===== config.mk =====
export PLATFORM = sky130hd
export DESIGN_NAME = half_single_float_convert_core_flat
export DESIGN_NICKNAME = d
export VERILOG_FILES = /design/src/design/hsfc_pkg.sv /design/src/design/hsfc_channels.sv /design/src/design/hsfc_narrow.sv /design/src/design/hsfc_widen.sv /design/src/design/half_single_float_convert_core.sv /design/src/flat_wrapper.sv
export SDC_FILE = /design/constraint.sdc
export NUM_CORES = 1
export LEC_CHECK = 0
export BUFFER_PORTS_ARGS = -buffer_cell sky130_fd_sc_hd__buf_2
export CAP_MARGIN = 10
export CORE_ASPECT_RATIO = 0.8
export CORE_MARGIN = 1
export CORE_UTILIZATION = 63
export CTS_BUF_LIST = sky130_fd_sc_hd__clkbuf_16
export DETAILED_ROUTE_END_ITERATION = 8
export MAX_ROUTING_LAYER = met4
export PLACE_DENSITY = 0.87
export RECOVER_POWER = 25
export SLEW_MARGIN = 25
export SYNTH_ARGS = -nofsm -noshare
export SYNTH_HDL_FRONTEND = slang
export SYNTH_SLANG_ARGS = --single-unit

===== constraint.sdc =====
create_clock -name clk -period 6.6 [get_ports clk]
set_input_delay 1.32 -clock clk [delete_from_list [all_inputs] [get_ports clk]]
set_output_delay 1.32 -clock clk [all_outputs]
set_load 0.05 [all_outputs]

===== src/design/hsfc_pkg.sv =====
`timescale 1ns / 1ps
`default_nettype none
// ----------------------------------------------------------------------------
// hsfc_pkg
// shared constants for the binary16 / binary32 pattern converter
// ----------------------------------------------------------------------------
package hsfc_pkg;

	typedef logic [15:0] half_t;
	typedef logic [31:0] single_t;

	typedef enum logic {
		KIND_S2H = 1'b0,
		KIND_H2S = 1'b1
	} kind_t;

	localparam single_t QNAN_H     = 32'h0000_7e00;
	localparam single_t INF_H      = 32'h0000_7c00;
	localparam single_t MAX_H_AS_S = 32'h477f_e000;
	localparam single_t MIN_NORM_S = 32'h3880_0000;
	localparam single_t MIN_SUB_S  = 32'h3300_0000;
	localparam single_t REBIAS_S   = 32'h3800_0000;
	localparam single_t HALF_ULP   = 32'h0000_1000;
	localparam single_t INF_S      = 32'h7f80_0000;
	localparam logic [7:0] SUB_EXP_BASE = 8'd113;
	localparam logic [7:0] NORM_EXP_ADJ = 8'd112;
	localparam logic [7:0] SUB_SHIFT_BASE = 8'd125;

endpackage
`default_nettype wire


===== src/design/hsfc_channels.sv =====
`timescale 1ns / 1ps
`default_nettype none
// ----------------------------------------------------------------------------
// hsfc channels
// valid/ready channels for request and result words
// ----------------------------------------------------------------------------
interface hsfc_req_if;
	logic                    valid;
	logic                    ready;
	logic                    kind;
	hsfc_pkg::single_t       operand;

	modport source (output valid, output kind, output operand, input ready);
	modport sink   (input valid, input kind, input operand, output ready);
endinterface

interface hsfc_rsp_if;
	logic                    valid;
	logic                    ready;
	hsfc_pkg::single_t       converted;

	modport source (output valid, output converted, input ready);
	modport sink   (input valid, input converted, output ready);
endinterface
`default_nettype wire


===== src/design/hsfc_narrow.sv =====
`timescale 1ns / 1ps
`default_nettype none
// ----------------------------------------------------------------------------
// hsfc_narrow
// binary32 to binary16 pattern narrowing, round half-up on the magnitude
// ----------------------------------------------------------------------------
module hsfc_narrow (
	input  wire hsfc_pkg::single_t operand,
	output hsfc_pkg::half_t        half
);

	logic              sign;
	hsfc_pkg::single_t mag;
	logic [7:0]        exp8;
	logic [23:0]       sig;
	logic [7:0]        shift_full;
	logic [4:0]        shift_m1;
	logic [23:0]       shifted;
	logic [11:0]       rounded;
	hsfc_pkg::single_t norm_sum;

	assign sign       = operand[31];
	assign mag        = {1'b0, operand[30:0]};
	assign exp8       = mag[30:23];
	assign sig        = {1'b1, mag[22:0]};
	assign shift_full = 8'(hsfc_pkg::SUB_SHIFT_BASE - exp8);
	assign shift_m1   = shift_full[4:0];
	assign shifted    = sig >> shift_m1;
	assign rounded    = 12'({1'b0, shifted[10:0]} + 12'd1) >> 1;
	assign norm_sum   = 32'(mag - hsfc_pkg::REBIAS_S + hsfc_pkg::HALF_ULP);

	always_comb begin
		if (mag > hsfc_pkg::INF_S) begin
			half = {sign, hsfc_pkg::QNAN_H[14:0]};
		end else if (mag > hsfc_pkg::MAX_H_AS_S) begin
			half = {sign, hsfc_pkg::INF_H[14:0]};
		end else if (mag < hsfc_pkg::MIN_SUB_S) begin
			half = {sign, 15'd0};
		end else if (mag < hsfc_pkg::MIN_NORM_S) begin
			half = {sign, 4'd0, rounded[10:0]};
		end else begin
			half = {sign, norm_sum[27:13]};
		end
	end

endmodule
`default_nettype wire


===== src/design/hsfc_widen.sv =====
`timescale 1ns / 1ps
`default_nettype none
// ----------------------------------------------------------------------------
// hsfc_widen
// exact binary16 to binary32 pattern widening with subnormal normalization
// ----------------------------------------------------------------------------
module hsfc_widen (
	input  wire hsfc_pkg::half_t   half,
	output hsfc_pkg::single_t      single
);

	logic       sign;
	logic [4:0] ex;
	logic [9:0] man;
	logic [3:0] msb_pos;
	logic [3:0] norm_shift;
	logic [9:0] man_norm;
	logic [7:0] exp_sub;
	logic [7:0] exp_norm;

	assign sign = half[15];
	assign ex   = half[14:10];
	assign man  = half[9:0];

	// leading one of the subnormal mantissa
	always_comb begin
		msb_pos = '0;
		for (int i = 0; i < 10; i++) begin
			if (man[i]) begin
				msb_pos = 4'(i);
			end
		end
	end

	assign norm_shift = 4'(4'd10 - msb_pos);
	assign man_norm   = 10'(man << norm_shift);
	assign exp_sub    = 8'(hsfc_pkg::SUB_EXP_BASE - {4'd0, norm_shift});
	assign exp_norm   = 8'({3'd0, ex} + hsfc_pkg::NORM_EXP_ADJ);

	always_comb begin
		if (ex == 5'd0) begin
			if (man == 10'd0) begin
				single = {sign, 31'd0};
			end else begin
				single = {sign, exp_sub, man_norm, 13'd0};
			end
		end else if (ex == 5'h1f) begin
			single = {sign, hsfc_pkg::INF_S[30:23], man, 13'd0};
		end else begin
			single = {sign, exp_norm, man, 13'd0};
		end
	end

endmodule
`default_nettype wire


===== src/design/half_single_float_convert_core.sv =====
`timescale 1ns / 1ps
`default_nettype none
// ----------------------------------------------------------------------------
// half_single_float_convert_core
// binary16 <-> binary32 pattern converter, while result is ready one word per cycle
// ----------------------------------------------------------------------------
// path: an accepted word goes into the input register, then into the result register that drives result
// throughput: one word per cycle while result is ready, input register feeds the result register
// a stalled result holds while the input register still takes one more word
// reset: arst_n clears both stage valid flags, payload registers are not reset
// ----------------------------------------------------------------------------
module half_single_float_convert_core (
	input  wire            clk,
	input  wire            arst_n,
	hsfc_req_if.sink       request,
	hsfc_rsp_if.source     result
);

	logic              valid_s1;
	logic              kind_s1;
	hsfc_pkg::single_t operand_s1;
	logic              valid_s2;
	logic              kind_s2;
	hsfc_pkg::single_t converted_s2;
	logic              load_s2;
	hsfc_pkg::half_t   narrowed;
	hsfc_pkg::single_t widened;
	hsfc_pkg::single_t converted_next;

	assign load_s2       = valid_s1 && (!valid_s2 || result.ready);
	assign request.ready = !valid_s1 || load_s2;

	always_ff @(posedge clk or negedge arst_n) begin
		if (!arst_n) begin
			valid_s1 <= 1'b0;
		end else if (request.ready) begin
			valid_s1 <= request.valid;
		end
	end

	always_ff @(posedge clk) begin
		if (request.ready && request.valid) begin
			kind_s1    <= request.kind;
			operand_s1 <= request.operand;
		end
	end

	hsfc_narrow u_narrow (
		.operand (operand_s1),
		.half    (narrowed)
	);

	hsfc_widen u_widen (
		.half   (operand_s1[15:0]),
		.single (widened)
	);

	always_comb begin
		case (hsfc_pkg::kind_t'(kind_s1))
			hsfc_pkg::KIND_S2H: converted_next = {16'd0, narrowed};
			hsfc_pkg::KIND_H2S: converted_next = widened;
			default:            converted_next = {16'd0, narrowed};
		endcase
	end

	always_ff @(posedge clk or negedge arst_n) begin
		if (!arst_n) begin
			valid_s2 <= 1'b0;
		end else if (!valid_s2 || result.ready) begin
			valid_s2 <= valid_s1;
		end
	end

	always_ff @(posedge clk) begin
		if (load_s2) begin
			kind_s2      <= kind_s1;
			converted_s2 <= converted_next;
		end
	end

	assign result.valid     = valid_s2;
	assign result.converted = converted_s2;

`ifndef SYNTHESIS
	a_accept_fills_s1: assert property (@(posedge clk) disable iff (!arst_n)
		request.valid && request.ready |=> valid_s1)
		else $error("accepted word did not reach the input register");

	a_ready_low_only_full: assert property (@(posedge clk) disable iff (!arst_n)
		!request.ready |-> valid_s1 && valid_s2)
		else $error("request stalled with a free stage");

	a_load_gives_result: assert property (@(posedge clk) disable iff (!arst_n)
		load_s2 |=> result.valid)
		else $error("stage advance lost the result word");

	a_half_upper_zero: assert property (@(posedge clk) disable iff (!arst_n)
		result.valid && (kind_s2 == hsfc_pkg::KIND_S2H) |->
		result.converted[31:16] == 16'd0)
		else $error("narrowed result has upper bits set");
`endif

endmodule
`default_nettype wire


===== src/flat_wrapper.sv =====
// flat-port wrapper written by rule: the top's interface ports become plain ports
module half_single_float_convert_core_flat 
  (clk, arst_n, request_valid, request_kind, request_operand, request_ready, result_valid, result_converted, result_ready);
  hsfc_req_if request_i ();
  hsfc_rsp_if result_i ();
  input  wire clk;
  input  wire arst_n;
  input wire logic [$bits(request_i.valid)-1:0] request_valid;
  input wire logic [$bits(request_i.kind)-1:0] request_kind;
  input wire logic [$bits(request_i.operand)-1:0] request_operand;
  output wire logic [$bits(request_i.ready)-1:0] request_ready;
  output wire logic [$bits(result_i.valid)-1:0] result_valid;
  output wire logic [$bits(result_i.converted)-1:0] result_converted;
  input wire logic [$bits(result_i.ready)-1:0] result_ready;
  assign request_i.valid = request_valid;
  assign request_i.kind = request_kind;
  assign request_i.operand = request_operand;
  assign request_ready = request_i.ready;
  assign result_valid = result_i.valid;
  assign result_converted = result_i.converted;
  assign result_i.ready = result_ready;
  half_single_float_convert_core u_core (.clk(clk), .arst_n(arst_n), .request(request_i), .result(result_i));
endmodule

==> results.ini, run 1 <==
[power_and_ir_drop]
power_leakage_nw=2.105
switching_fraction=0.3289
share_seq_of_total_power=0.412
cellPowerDensity_nw_per_um2=241.0
internal_power_mw=0.8811
power.combinational.fraction=0.270
power_switching_mw=0.4318
ir_drop_mv=0.1963
power.clock.fraction=0.318

[synthesis]
yosysUniqueCellTypes=69
synth_enable_flop_cells=64
most_used_flip_flop_cell_after_synthesis=sky130_fd_sc_hd__edfxtp_1
yosysWarningCount=0
synth_fp_nets=506
synth.ff_latch_count=66
seq_area_frac_synth=0.4032
synth.cell_area_um2=4891
post_synth_inst_count=464
per_instance_average_area_after_synthesis_um2=10.54
async_reset_ff_frac=0.03030

[clock_network]
tritoncts=yes
cts_repair_resize_count=0
postCtsHoldBufs=0
clock_path_buffers=2
clock_latency_ps=340
cts.reportedPaths.clkPinSlew_ps=50
cts.htree.levels=3
clk_root_buffer_cell=sky130_fd_sc_hd__clkbuf_16
post-cts-setup-buffers=0
numCtsBuffers=9
numClockSinks=66

[setup_path]
critPathRequiredTime_ps=6660
cp_data_arrival_time_ps=3920
timing.critical_path.fanout_max=23
critical_path.startpoint_type=register
setup.worst_path.end_class=register
timing_worst_setup_path_type=reg -> reg

[sta]
slew_viols_final=0
finalSetupViolCount=0
fin_crit_sh=0.5853
maxSlewHeadroom=0.3237
fmax_mhz=258.9
timing.clock.skew_ps=8.282
finalCriticalPeriod_ps=3863
finalHoldViolations=0
fin_tns_setup_ps=0
rsz0062_at_grt=no
worst_slew_pin_slew_ps=1007

[finish]
layout-area-overhead-vs-synth_pct=11.38
post_route_cells_drive_above_1_share=0.2554
nNetsFinal=550
fillerInstances=564
post-route-util=0.7300
n_antenna_cell=0

[place]
place_congestion=1.019
port-buffer-count=70
dp_hpwl_um=8395

[route]
dr_total_vias=4041
routed_wl_um=11740
drt_pass1_iterations=5
viasPerCell=6.539
remaining_drcs=0
post_drt_wl_per_cell_um=19.00
drt-initial-drc-count=426
ant_nets=0

[floorplanning]
coreArea_um2=7462
ios=71
floorplan.die.height_um=80.81
die_width_um=100.5
fp.dieArea_um2=8122
starting_density=0.6554
fp-row-count=28

[flow_run]
drv_cap=0

[global_route]
global_route_wire_length_before_repair_um=18400
antenna_found_initial=0
vias_in_the_first_global_route=3555
groute.usage.overall=0.3133
grt-ovfl-total=0
pin_count_of_the_biggest_net_entering_global_routing=32

[outcome]
status=completed

[min_path]
timing.hold.worst.class=reg -> reg

power by group through the flow:
stage | logic, mW | clock network [mW] | registers, mW
global route | 0.379 | 0.435 | 0.544
global placement | 0.344 | 0 | 0.544
finish | 0.355 | 0.418 | 0.540
floorplan | 0.238 | 0 | 0.579
CTS | 0.350 | 0.420 | 0.538
detailed placement | 0.347 | 0 | 0.546
critical path: stages, from the launching register on:
cell                       delay [ps]
sky130_fd_sc_hd__edfxtp_1         800
sky130_fd_sc_hd__buf_4            470
sky130_fd_sc_hd__mux2i_1          220
sky130_fd_sc_hd__mux4_2           510
sky130_fd_sc_hd__mux2_2           270
sky130_fd_sc_hd__o21ai_1          200
sky130_fd_sc_hd__ha_1             220
sky130_fd_sc_hd__o31ai_1          110
sky130_fd_sc_hd__nor4_2           290
sky130_fd_sc_hd__nand3_1          150
sky130_fd_sc_hd__xor2_1           230
sky130_fd_sc_hd__a211oi_2         100
routing by layer:
layer | wire, um | GRT usage | vias up
li1 | - | - | 1842
met1 | 5266 | 0.4443 | 1903
met5 | 0 | - | -
met4 | 287 | 0.1159 | 0
met2 | 4993 | 0.4377 | 259
met3 | 1191 | 0.07487 | 37
through the flow:
| step | instances | power, mW | setup WS (ps) | area [um^2] | hold WS [ps] |
|---|---|---|---|---|---|
| 6_report | 618 | 1.313 | 2737 | 5448 | 484.3 |
| 5_1_grt | 618 | 1.357 | 2536 | 5448 | 510.9 |
| 4_1_cts | 618 | 1.308 | 2771 | 5445 | 491.7 |
| 3_5_place_dp | 602 | 0.8936 | 2788 | 5187 | 478.4 |
| 3_3_place_gp | 602 | 0.8885 | 2902 | 5187 | 466.8 |
| 2_1_floorplan | 464 | 0.8170 | 3407 | 4891 | 449.0 |
cell families after synthesis:
| kind of cell | count (synthesis) | synth area share |
|---|---|---|
| compound gates | 99 | 0.1392 |
| xor+xnor | 28 | 0.05168 |
| fa+ha+maj | 5 | 0.01279 |
| buf+inv | 53 | 0.05474 |
| flops | 66 | 0.4032 |
| mux | 60 | 0.1816 |
| simple gates | 153 | 0.1568 |
path summary, 6_finish.rpt:
kind,from,endpoint,slack [ps],cells after the start
worst max-delay path,u_core.operand_s1[23],u_core.result.converted[9],2740,11
worst min-delay path,u_core.valid_s1,u_core.result.valid,480,1
worst max register to register,u_core.operand_s1[23],u_core.result.converted[9],2740,11
worst min register to register,u_core.valid_s1,u_core.result.valid,480,1
max in group asynchronous,arst_n,u_core.result.valid,5730,1
min in group asynchronous,arst_n,u_core.valid_s1,760,1
cell usage after synthesis, drive strengths merged, types with 3 or more instances:
cell | number | area, um^2
nor4 | 3 | 25.02
mux2i | 28 | 280.3
nor3 | 12 | 60.06
o31ai | 5 | 37.54
inv | 10 | 37.53
ha | 5 | 62.56
a21oi | 24 | 120.1
nor2 | 40 | 150.1
nor2b | 4 | 25.02
and3 | 8 | 60.06
nand2b | 6 | 37.54
nand2 | 38 | 145.1
o21ai | 16 | 80.07
nand3 | 19 | 95.09
a31oi | 6 | 37.54
a211oi | 8 | 70.06
buf | 16 | 128.9
a211o | 3 | 26.28
mux4 | 21 | 480.5
nand4 | 4 | 25.02
xor2 | 8 | 70.07
o21a | 5 | 37.54
clkbuf | 27 | 101.4
o211ai | 4 | 30.03
a22oi | 3 | 22.52
xnor2 | 20 | 182.7
edfxtp | 64 | 1922
mux2 | 11 | 127.6
and2 | 9 | 56.30
state kept, by name, summed over array words and instances (netlist names):
name	cells
u_core.valid_s1	1
u_core.operand_s1	32
u_core.result.converted	31
u_core.result.valid	1
u_core.kind_s1	1
layout make-up:
| class | instances | area (um^2) | area share |
|---|---|---|---|
| Clock buffer | 9 | 225.2 | 0.04134 |
| Sequential cell | 66 | 1972 | 0.3620 |
| Inverter | 10 | 37.54 | 0.006890 |
| Multi-Input combinational cell | 345 | 2655 | 0.4874 |
| Timing Repair Buffer | 76 | 394.1 | 0.07235 |
| Tap cell | 105 | 131.4 | 0.02412 |
| Clock inverter | 7 | 32.53 | 0.005972 |
layout by cell type (no fill, tap or decap), types with 5 or more instances in the layout:
cell,count
sky130_fd_sc_hd__mux2_2,9
sky130_fd_sc_hd__nor2_1,40
sky130_fd_sc_hd__ha_1,5
sky130_fd_sc_hd__nand2_1,37
sky130_fd_sc_hd__clkbuf_16,9
sky130_fd_sc_hd__mux2i_1,28
sky130_fd_sc_hd__edfxtp_1,64
sky130_fd_sc_hd__and2_1,7
sky130_fd_sc_hd__nor3_1,12
sky130_fd_sc_hd__and3_1,6
sky130_fd_sc_hd__o21a_1,5
sky130_fd_sc_hd__mux4_2,19
sky130_fd_sc_hd__o31ai_1,5
sky130_fd_sc_hd__xor2_1,8
sky130_fd_sc_hd__buf_2,69
sky130_fd_sc_hd__a31oi_1,6
sky130_fd_sc_hd__a21oi_1,23
sky130_fd_sc_hd__nand3_1,19
sky130_fd_sc_hd__a211oi_1,6
sky130_fd_sc_hd__nand2b_1,6
sky130_fd_sc_hd__buf_4,6
sky130_fd_sc_hd__xnor2_1,19
sky130_fd_sc_hd__o21ai_0,13
sky130_fd_sc_hd__inv_1,12
No activity file was read; power rests on OpenSTA's default activity.
==> run 2, diff against run 1 <==
--- a/config.mk
+++ b/config.mk
@@ -9,11 +9,11 @@
 export CAP_MARGIN = 10
 export CORE_ASPECT_RATIO = 0.8
 export CORE_MARGIN = 1
-export CORE_UTILIZATION = 63
+export CORE_UTILIZATION = 58
 export CTS_BUF_LIST = sky130_fd_sc_hd__clkbuf_16
 export DETAILED_ROUTE_END_ITERATION = 8
 export MAX_ROUTING_LAYER = met4
-export PLACE_DENSITY = 0.87
+export PLACE_DENSITY = 0.81
 export RECOVER_POWER = 25
 export SLEW_MARGIN = 25
 export SYNTH_ARGS = -nofsm -noshare
==> constraint.sdc (replaced) <==
create_clock -name clk -period 3.64 [get_ports clk]
set_input_delay 0.728 -clock clk [delete_from_list [all_inputs] [get_ports clk]]
set_output_delay 0.728 -clock clk [all_outputs]
set_load 0.05 [all_outputs]
==> results.ini, run 2 (synthesis results as in run 1) <==
[outcome]
status=completed

[global_route]
groute.usage.overall=0.2931  ; -0.02017
antenna_found_initial=0  ; unchanged
pin_count_of_the_biggest_net_entering_global_routing=41  ; +28%
grt-ovfl-total=0  ; unchanged
vias_in_the_first_global_route=3602  ; +1.3%
global_route_wire_length_before_repair_um=19000  ; +3.3%

[sta]
slew_viols_final=0  ; unchanged
finalHoldViolations=0  ; unchanged
fin_crit_sh=0.9368  ; +0.3516
fmax_mhz=293.2  ; +13%
timing.clock.skew_ps=10.50  ; +2.221 ps
rsz0062_at_grt=no
fin_hold_ws_ps=169.5  ; -314.8 ps
worst_slew_pin_slew_ps=711.0  ; -296.2 ps
fin_tns_setup_ps=0  ; unchanged
finalSetupViolCount=0  ; unchanged
finalCriticalPeriod_ps=3410  ; -452.7 ps
layout_setup_ws_ps=229.9  ; -2507 ps
maxSlewHeadroom=0.5260  ; +0.2023

[clock_network]
clk_root_buffer_cell=sky130_fd_sc_hd__clkbuf_16
clock_path_buffers=2  ; unchanged
postCtsHoldBufs=0  ; unchanged
clock_latency_ps=340  ; about the same
numClockSinks=66  ; unchanged
cts.htree.levels=3  ; unchanged
tritoncts=yes
cts.reportedPaths.clkPinSlew_ps=50  ; about the same
numCtsBuffers=9  ; unchanged

[route]
drt-initial-drc-count=431  ; +1.2%
ant_nets=0  ; unchanged
remaining_drcs=0  ; unchanged
post_drt_wl_per_cell_um=18.99  ; about the same
routed_wl_um=12080  ; +2.9%
dr_total_vias=4079  ; +0.94%
drt_pass1_iterations=7  ; +2
viasPerCell=6.414  ; -1.9%

[setup_path]
critical_path.startpoint_type=register
critPathRequiredTime_ps=3720  ; -2940 ps
r2r_cells=12  ; +1
r2r_end=u_core.result.converted[5]
timing.critical_path.fanout_max=5  ; -78%
setup.worst_path.end_class=register
timing_worst_setup_path_type=reg -> reg
cp_data_arrival_time_ps=3490  ; -430 ps
worst_reg2reg_setup_slack_ps=230  ; -2510 ps
rr_startpoint=u_core.operand_s1[25]

[finish]
max_flop_register=u_core.operand_s1
area.sequential_um2=1972  ; unchanged
leading_cell_types_in_the_layout_fill_and_taps_excluded=sky130_fd_sc_hd__buf_2, sky130_fd_sc_hd__edfxtp_1, sky130_fd_sc_hd__nor2_1
mostFrequentLayoutCell=sky130_fd_sc_hd__buf_2
nNetsFinal=567  ; +3.1%
post_route_cells_drive_above_1_share=0.2822  ; +0.02684
n_antenna_cell=0  ; unchanged
fillerInstances=598  ; +6.0%
multi_input_area_um2=2669  ; +0.52%
post-route-util=0.6979  ; -0.03216
layout-area-overhead-vs-synth_pct=14.94
number_of_flip_flops_under_the_largest_register_name=32  ; unchanged

[flow_run]
drv_cap=0  ; unchanged

[floorplanning]
die_width_um=104.7  ; +4.1%
starting_density=0.6072  ; -0.04826
ios=71  ; unchanged
coreArea_um2=8055  ; +7.9%
fp.dieArea_um2=8806  ; +8.4%
fp-row-count=29  ; +3.6%
floorplan.die.height_um=84.14  ; +4.1%

[place]
place_congestion=0.9775  ; -4.1%
dp_hpwl_um=8870  ; +5.7%
port-buffer-count=70  ; unchanged
dp_slack_ps=248.3  ; -2540 ps

[power_and_ir_drop]
power_leakage_nw=2.191  ; +4.1%
ir_drop_mv=0.3297  ; +68%
cellPowerDensity_nw_per_um2=438.6  ; +82%

[min_path]
timing.hold.worst.class=in -> async

[run 2: cell count changes in the layout (fill, tap and decap cells not counted), moves of 2 or more]
cell,before,now
sky130_fd_sc_hd__xor2_2,0,2
sky130_fd_sc_hd__clkinv_2,2,0
sky130_fd_sc_hd__buf_4,6,22
sky130_fd_sc_hd__inv_1,12,10
sky130_fd_sc_hd__xor2_1,8,6
[run 2: area by class of cell]
| cell class | count | share of cell area |
|---|---|---|
| Timing Repair Buffer | 93 | 0.09504 |
| Clock inverter | 5 | 0.008680 |
| Tap cell | 108 | 0.02404 |
| Sequential cell | 66 | 0.3508 |
| Inverter | 10 | 0.006677 |
| Multi-Input combinational cell | 345 | 0.4747 |
| Clock buffer | 9 | 0.04006 |
[run 2: how the worst max path moves through the flow]
stage,from,end,slack (ps),depth (start not counted)
global route,u_core.operand_s1[25],u_core.result.converted[7],30,11
detailed placement,u_core.operand_s1[25],u_core.result.converted[7],250,11
global placement,u_core.operand_s1[25],u_core.result.converted[9],400,11
floorplan,u_core.operand_s1[25],u_core.result.converted[9],450,11
finish,u_core.operand_s1[25],u_core.result.converted[5],230,12
CTS,u_core.operand_s1[25],u_core.result.converted[7],250,11
[run 2: power breakdown]
part,switching [mW],internal (mW)
registers,0.0551,0.906
logic,0.428,0.265
clock network,0.297,0.514
total,0.780,1.69
[run 2: what timing repair did]
item,CTS,global route
buffers inserted,0,1
gates resized for setup,0,3
endpoints found under the setup margin,0,1
[run 2: critical path, cell delays in order, from the launching register on]
cell and delay [ps]:
sky130_fd_sc_hd__edfxtp_1 460, sky130_fd_sc_hd__ha_2 260, sky130_fd_sc_hd__xnor2_2 180, sky130_fd_sc_hd__mux4_2 550, sky130_fd_sc_hd__mux2_2 280, sky130_fd_sc_hd__o21ai_1 180
sky130_fd_sc_hd__ha_1 220, sky130_fd_sc_hd__o31ai_1 110, sky130_fd_sc_hd__nor4_2 380, sky130_fd_sc_hd__buf_4 190, sky130_fd_sc_hd__xnor2_1 100, sky130_fd_sc_hd__nor2_1 60
sky130_fd_sc_hd__o21ba_1 190
[run 2: per-stage QoR]
stage | area (um^2) | std cells | total power, mW
3_5_place_dp | 5324 | 621 | 1.649
2_1_floorplan | 4891 | 464 | 1.481
6_report | 5622 | 636 | 2.465
3_3_place_gp | 5324 | 621 | 1.639
4_1_cts | 5598 | 635 | 2.459
5_1_grt | 5622 | 636 | 2.541
[run 2: per-layer routing]
metal / vias up / part of all wire / GRT usage
met2: 279 / 0.44 / 0.4154
met5: - / 0 / -
met4: 0 / 0.019 / 0.1076
met3: 26 / 0.11 / 0.05745
li1: 1871 / - / -
met1: 1903 / 0.43 / 0.4199
